==> src/sli_pkg.sv <==
// Types and constants of the sorted list insert/delete block.
// Used by the memory, the controller, the top level, the checker and the testbench; depends on nothing.
`default_nettype none

package sli_pkg;

    localparam int DATA_W       = 32;
    localparam int COUNT_W      = 5;
    localparam int CAPACITY_DEF = 16;

    localparam logic KIND_INSERT = 1'b0;
    localparam logic KIND_DELETE = 1'b1;

    typedef enum logic [1:0] {
        ST_DONE      = 2'd0,
        ST_NOT_FOUND = 2'd1,
        ST_EMPTY     = 2'd2,
        ST_FULL      = 2'd3
    } status_t;

    typedef struct packed {
        logic                     kind;
        logic signed [DATA_W-1:0] value;
    } op_t;

    typedef struct packed {
        status_t                  status;
        logic [COUNT_W-1:0]       count;
        logic signed [DATA_W-1:0] smallest;
        logic                     smallest_valid;
    } res_t;

endpackage

`default_nettype wire

==> src/sli_mem.sv <==
// Entry storage: one write port and one read port with registered read data.
// Depends on sli_pkg for the data width and the default depth.
`default_nettype none

module sli_mem
    import sli_pkg::*;
#(
    parameter int DEPTH = CAPACITY_DEF,
    parameter int AW    = $clog2(CAPACITY_DEF)
)
(
    input  wire logic              clk,
    input  wire logic              we,
    input  wire logic [AW-1:0]     waddr,
    input  wire logic [DATA_W-1:0] wdata,
    input  wire logic [AW-1:0]     raddr,
    output logic      [DATA_W-1:0] rdata
);

    logic [DATA_W-1:0] mem [DEPTH];

    always_ff @(posedge clk)
    begin
        if (we)
        begin
            mem[waddr] <= wdata;
        end
        rdata <= mem[raddr];
    end

endmodule

`default_nettype wire

==> src/sli_ctrl.sv <==
// Sequencer that walks the entry memory one entry per cycle to insert or delete.
// Depends on sli_pkg; drives the ports of sli_mem.
`default_nettype none

module sli_ctrl
    import sli_pkg::*;
#(
    parameter int CAPACITY = CAPACITY_DEF,
    parameter int AW       = $clog2(CAPACITY_DEF),
    parameter int CW       = $clog2(CAPACITY_DEF + 1)
)
(
    input  wire logic              clk,
    input  wire logic              rst_n,
    input  wire logic              start,
    input  wire op_t               op,
    output logic                   busy,
    output logic                   done,
    output res_t                   res,
    output logic                   mem_we,
    output logic      [AW-1:0]     mem_waddr,
    output logic      [DATA_W-1:0] mem_wdata,
    output logic      [AW-1:0]     mem_raddr,
    input  wire logic [DATA_W-1:0] mem_rdata
);

    typedef enum logic [1:0] {
        S_IDLE,
        S_INS,
        S_INS_TAIL,
        S_DEL
    } state_t;

    state_t                   state_reg, state_next;
    logic [CW-1:0]            cnt_reg, cnt_next;
    logic signed [DATA_W-1:0] val_reg, val_next;
    logic [AW-1:0]            idx_reg, idx_next;
    logic                     found_reg, found_next;
    logic signed [DATA_W-1:0] smallest_reg, smallest_next;
    logic                     done_reg;
    res_t                     res_reg, res_next;
    logic                     finish;
    status_t                  status_next;
    logic                     hit;

    // The insert walk writes entry idx+1 while reading idx-1, and the delete
    // walk writes idx-1 while reading idx+1, so a read never meets a write
    // to the same entry and no forwarding is needed.
    always_comb
    begin
        state_next  = state_reg;
        cnt_next    = cnt_reg;
        val_next    = val_reg;
        idx_next    = idx_reg;
        found_next  = found_reg;
        finish      = 1'b0;
        status_next = ST_DONE;
        mem_we      = 1'b0;
        mem_waddr   = '0;
        mem_wdata   = '0;
        mem_raddr   = idx_reg;
        hit         = 1'b0;

        case (state_reg)
            S_IDLE:
            begin
                if (start)
                begin
                    val_next = op.value;
                    if (op.kind == KIND_INSERT)
                    begin
                        if (cnt_reg == CW'(CAPACITY))
                        begin
                            finish      = 1'b1;
                            status_next = ST_FULL;
                        end
                        else if (cnt_reg == '0)
                        begin
                            mem_we    = 1'b1;
                            mem_waddr = '0;
                            mem_wdata = op.value;
                            cnt_next  = CW'(1);
                            finish    = 1'b1;
                        end
                        else
                        begin
                            mem_raddr  = AW'(cnt_reg - 1'b1);
                            idx_next   = AW'(cnt_reg - 1'b1);
                            state_next = S_INS;
                        end
                    end
                    else
                    begin
                        if (cnt_reg == '0)
                        begin
                            finish      = 1'b1;
                            status_next = ST_EMPTY;
                        end
                        else
                        begin
                            mem_raddr  = '0;
                            idx_next   = '0;
                            found_next = 1'b0;
                            state_next = S_DEL;
                        end
                    end
                end
            end

            S_INS:
            begin
                mem_we    = 1'b1;
                mem_waddr = idx_reg + 1'b1;
                if ($signed(mem_rdata) < val_reg)
                begin
                    mem_wdata  = val_reg;
                    cnt_next   = cnt_reg + 1'b1;
                    finish     = 1'b1;
                    state_next = S_IDLE;
                end
                else
                begin
                    // Move the entry up one place and keep walking toward the front.
                    mem_wdata = mem_rdata;
                    if (idx_reg == '0)
                    begin
                        state_next = S_INS_TAIL;
                    end
                    else
                    begin
                        mem_raddr = idx_reg - 1'b1;
                        idx_next  = idx_reg - 1'b1;
                    end
                end
            end

            S_INS_TAIL:
            begin
                mem_we     = 1'b1;
                mem_waddr  = '0;
                mem_wdata  = val_reg;
                cnt_next   = cnt_reg + 1'b1;
                finish     = 1'b1;
                state_next = S_IDLE;
            end

            S_DEL:
            begin
                hit = !found_reg && (mem_rdata == $unsigned(val_reg));
                if (found_reg)
                begin
                    mem_we    = 1'b1;
                    mem_waddr = idx_reg - 1'b1;
                    mem_wdata = mem_rdata;
                end
                found_next = found_reg || hit;
                if (idx_reg == AW'(cnt_reg - 1'b1))
                begin
                    finish     = 1'b1;
                    state_next = S_IDLE;
                    if (found_reg || hit)
                    begin
                        cnt_next = cnt_reg - 1'b1;
                    end
                    else
                    begin
                        status_next = ST_NOT_FOUND;
                    end
                end
                else
                begin
                    mem_raddr = idx_reg + 1'b1;
                    idx_next  = idx_reg + 1'b1;
                end
            end

            default:
            begin
                state_next = S_IDLE;
            end
        endcase

        // The front entry is mirrored in a register so every result can show it.
        if (mem_we && (mem_waddr == '0))
        begin
            smallest_next = $signed(mem_wdata);
        end
        else
        begin
            smallest_next = smallest_reg;
        end

        res_next.status         = status_next;
        res_next.count          = COUNT_W'(cnt_next);
        res_next.smallest_valid = (cnt_next != '0);
        res_next.smallest       = (cnt_next != '0) ? smallest_next : '0;
    end

    always_ff @(posedge clk or negedge rst_n)
    begin
        if (!rst_n)
        begin
            state_reg <= S_IDLE;
            cnt_reg   <= '0;
            found_reg <= 1'b0;
            done_reg  <= 1'b0;
        end
        else
        begin
            state_reg <= state_next;
            cnt_reg   <= cnt_next;
            found_reg <= found_next;
            done_reg  <= finish;
        end
    end

    always_ff @(posedge clk)
    begin
        val_reg      <= val_next;
        idx_reg      <= idx_next;
        smallest_reg <= smallest_next;
        if (finish)
        begin
            res_reg <= res_next;
        end
    end

    assign busy = (state_reg != S_IDLE);
    assign done = done_reg;
    assign res  = res_reg;

endmodule

`default_nettype wire

==> src/sorted_list_insert_delete.sv <==
// Top level of the sorted list insert/delete block.
// Depends on sli_pkg, sli_mem and sli_ctrl.
//
// The block keeps up to CAPACITY signed values in ascending order in one
// memory with a registered read port, and a sequencer walks that memory.
// A transaction is accepted at a rising edge where start is high and busy
// is low; op carries the kind (insert or delete) and the value.
// Every transaction gives exactly one result on res, marked by done for
// one cycle; the receiver must take it then and cannot stall the block.
// An insert walks from the back down to the insert position, with an extra
// tail step when the value goes to the front; a delete scans and shifts the
// whole list. A full insert, an empty delete and an insert into an empty
// list finish without a walk. The memory moves one entry per cycle.
// busy drops in the cycle done is shown, so the next transaction can be
// accepted while the result is presented.
// Reset empties the list at once; no clearing pass is needed because only
// entries below the count are ever read.
`default_nettype none

module sorted_list_insert_delete
    import sli_pkg::*;
#(
    parameter int CAPACITY = CAPACITY_DEF
)
(
    input  wire logic clk,
    input  wire logic rst_n,
    input  wire logic start,
    input  wire op_t  op,
    output logic      busy,
    output logic      done,
    output res_t      res
);

    localparam int AW = $clog2(CAPACITY);
    localparam int CW = $clog2(CAPACITY + 1);

    logic              mem_we;
    logic [AW-1:0]     mem_waddr;
    logic [DATA_W-1:0] mem_wdata;
    logic [AW-1:0]     mem_raddr;
    logic [DATA_W-1:0] mem_rdata;

    sli_ctrl #(
        .CAPACITY (CAPACITY),
        .AW       (AW),
        .CW       (CW)
    ) u_ctrl (
        .clk       (clk),
        .rst_n     (rst_n),
        .start     (start),
        .op        (op),
        .busy      (busy),
        .done      (done),
        .res       (res),
        .mem_we    (mem_we),
        .mem_waddr (mem_waddr),
        .mem_wdata (mem_wdata),
        .mem_raddr (mem_raddr),
        .mem_rdata (mem_rdata)
    );

    sli_mem #(
        .DEPTH (CAPACITY),
        .AW    (AW)
    ) u_mem (
        .clk   (clk),
        .we    (mem_we),
        .waddr (mem_waddr),
        .wdata (mem_wdata),
        .raddr (mem_raddr),
        .rdata (mem_rdata)
    );

endmodule

`default_nettype wire

==> config.mk <==
export PLATFORM = sky130hd
export DESIGN_NAME = sorted_list_insert_delete
export DESIGN_NICKNAME = d
export VERILOG_FILES = /design/src/sli_pkg.sv /design/src/sli_mem.sv /design/src/sli_ctrl.sv /design/src/sorted_list_insert_delete.sv
export SDC_FILE = /design/constraint.sdc
export NUM_CORES = 1
export LEC_CHECK = 0
export ABC_AREA = 1
export BUFFER_PORTS_ARGS = -buffer_cell sky130_fd_sc_hd__buf_2
export CAP_MARGIN = 0
export CORE_ASPECT_RATIO = 1.5
export CORE_MARGIN = 2
export CORE_UTILIZATION = 40
export DETAILED_ROUTE_END_ITERATION = 8
export SLEW_MARGIN = 40
export SYNTH_ARGS = -nofsm -noshare
export SYNTH_HDL_FRONTEND = slang
export SYNTH_SLANG_ARGS = --single-unit
==> constraint.sdc <==
create_clock -name clk -period 4.9 [get_ports clk]
set_input_delay 0.98 -clock clk [delete_from_list [all_inputs] [get_ports clk]]
set_output_delay 0.98 -clock clk [all_outputs]
set_load 0.05 [all_outputs]
==> impl_metrics.yaml <==
die:
  die_y_um: 331
  dieArea_um2: 73500
  die_w_um: 222
  initial_core_util: 0.405
  ios: 78
  std_cell_rows: 119
  core_um2: 70400
layout:
  area_delta_synth_final_pct: 12.0
  fin_nets: 2780
  final_util: 0.454
  drive_above_1_share: 0.110
  largest_reg_flops: 512
yosys:
  synth_sequential_area_ratio: 0.670
  synth-xor-area-share: 0.00307
  synth_edf_count: 584
  netlist.area_leader.share: 0.615
  synth-async-reset-ratio: 0.0136
  synth_top_area_cell: "edfxtp_1"
  synth_compound_area_frac: 0.0250
  synth_nets: 2750
  synthFlopType: "edfxtp_1"
  syn_area_um2: 28500
  synthSimpleGateAreaFrac: 0.229
  avgSynthCellArea_um2: 10.7
  yosys_warnings: 0
  synth-seq-cells: 661
  yosys.area_share.adder: 0.0175
  synth_top_family_by_area: "simple AND/OR/NAND/NOR gates"
  synth_mux_area_frac: 0
  syn-instance-count: 2674
  synth_area_leaders: "edfxtp_1, nand3_1, nand2_1"
  netlist-cell-type-count: 45
sta:
  fin_crit_ns: 4.16
  period_share: 0.848
  setup_viol_count_final: 0
  drv_slew: 0
  maxSlewHeadroom: 0.432
  worst_pin_slew_ns: 0.852
  fin_setup_tns_ns: 0
  skew_ns: 0.0326
  grt_setup_unrepaired: "no"
  max_freq_mhz: 241
  hold_viol: 0
critical_path:
  required_ns: 5.25
  worst-path-max-fanout: 35
  worstPathArrival_ns: 4.51
  endpoint_kind: "flip-flop"
  criticalPathCategory: "reg -> reg"
  critPathLaunchType: "flip-flop"
global_routing:
  grt_overflow: 0
  grt_pass1_vias: 19400
  antenna_found_initial: 1
  grt_usage: 0.216
  grt_max_degree: 158
  grt_pass1_wl_mm: 121
clocking:
  root_buffer: "clkbuf_16"
  cts_tree: "done"
  cts_inserted_buffers: 60
  clkLatencyLatePin_ns: 0.65
  cts-htree-levels: 2
  clkSinkCount: 661
  ctsHoldBuffers: 0
  postCtsSetupBuffers: 0
  clockBufferDepth: 3
  cts-resized-gates: 0
  clk_pin_slew_ns: 0.07
detailed_routing:
  finalWirelength_mm: 80.7
  wire_per_inst_um: 22.0
  drc: 0
  dr.first_iter.drc_count: 1810
  antenna_left: 0
  firstDrtPassIters: 6
  vias_per_cell: 5.50
  num_vias: 20100
placement:
  place.gp.congestion: 0.876
  io_buffer_count: 77
  hpwl_mm: 45.9
flow_run:
  drv_cap: 0
hold_path:
  hp-class: "in -> async"
run_status:
  status: "finished clean"
## cell families after synthesis
family | after synthesis
and+or+nand+nor | 1480
xor gates and xnor gates | 10
DFF | 661
adders and majority gates | 40
buffers and inverters | 357
AOI/OAI and AO/OA | 126
## critical path, cell delays in order, from the launching register on
cell      delay (ns)
edfxtp_1        0.35
inv_1           0.06
ha_1            0.37
nand2_1         0.09
nor2_1          0.14
nand2_1         0.12
inv_2           0.07
nand2_1         0.11
nor2_2          0.12
nand2_1         0.11
nand2_1         0.12
nor2_1          0.07
nand2_1         0.07
nand2_2         0.11
nand2_2         0.10
nand2_2         0.08
inv_2           0.48
o21ai_0         0.19
a21oi_1         0.26
nand2_1         0.14
nor2_4          0.12
buf_4           0.42
nor2_1          0.12
## final cells by class
class / count / area [µm²]
Tap cell: 907 / 1130
Inverter: 197 / 742
Clock buffer: 84 / 1670
Clock inverter: 28 / 239
Antenna cell: 1 / 2.50
Timing Repair Buffer: 128 / 1020
Multi-Input combinational cell: 1656 / 8020
Sequential cell: 661 / 19100
Fill cell: 6384 / 38500
## synth_stat cells (3+ instances only)
cell type,count
a21o_1,4
a21oi_1,23
buf_1,5
buf_2,119
buf_4,16
buf_6,3
clkbuf_1,17
clkinv_1,3
dfrtp_1,9
dfxtp_1,68
edfxtp_1,584
ha_1,40
inv_1,184
inv_2,10
nand2_1,717
nand2_2,7
nand3_1,628
nand4_1,4
nor2_1,76
nor2_2,4
o211ai_1,6
o21ai_0,55
o21ai_1,22
o21ai_2,3
or2_2,34
xnor2_1,3
xor2_1,7
## metal layers
layer  GRT usage  vias up  wire length (µm)
met4      0.0765        0              2540
li1            -     9225                 -
met5           0        -                 0
met1       0.283     9889             33100
met3      0.0276      169              5340
met2       0.370      841             39700
## stage by stage
| stage | cells | setup slack [ns] | hold slack [ns] | cell area (µm²) |
|---|---|---|---|---|
| floorplan | 2674 | 0.848 | 0.488 | 28500 |
| global placement | 3549 | 0.806 | 0.512 | 30000 |
| detailed placement | 3549 | 0.722 | 0.514 | 30000 |
| CTS | 3661 | 0.688 | 0.188 | 32000 |
| global route | 3662 | 0.429 | 0.212 | 32000 |
| finish | 3662 | 0.745 | 0.204 | 32000 |
## placed cells by master, fill, tap and decap left out, types with 3 or more instances in the layout
cell type and instances:
buf_12 20, nand2_8 3, clkbuf_16 60, clkbuf_1 16, inv_2 10, clkbuf_8 8
clkinv_1 9, dfxtp_1 68, a21oi_1 23, o211ai_1 6, nand4_1 4, o21ai_4 3
or2_2 34, inv_1 183, buf_2 77, dfrtp_1 9, o21ai_0 54, xnor2_1 3
nor2_1 61, nand3_1 628, buf_4 31, a21o_1 4, xor2_1 7, nand2_2 6
ha_1 40, edfxtp_1 584, nor2_4 18, nor2_2 3, inv_6 3, nand2_1 716
clkinv_2 10, o21ai_1 22
## final timing paths
| check | start | to | slack, ns | cells after the start |
|---|---|---|---|---|
| worst min-delay path | rst_n | u_ctrl.found_reg$_DFFE_PN0P_ | 0.20 | 1 |
| min in group clk | u_ctrl.smallest_reg[0]$_DFF_P_ | u_ctrl.smallest_reg[0]$_DFF_P_ | 0.53 | 3 |
| max in group asynchronous | rst_n | u_ctrl.cnt_reg[4]$_DFF_PN0_ | 4.49 | 1 |
| worst max register to register | u_ctrl.val_reg[31]$_DFFE_PP_ | u_ctrl.res[4]$_SDFFCE_PN0P_ | 0.74 | 22 |
| worst max-delay path | u_ctrl.val_reg[31]$_DFFE_PP_ | u_ctrl.res[4]$_SDFFCE_PN0P_ | 0.74 | 22 |
| worst min register to register | u_ctrl.smallest_reg[0]$_DFF_P_ | u_ctrl.smallest_reg[0]$_DFF_P_ | 0.53 | 3 |
Power is left out: the tool's default activity adds up to more than one toggle a clock period on the data nets, which glitch-free logic cannot reach.
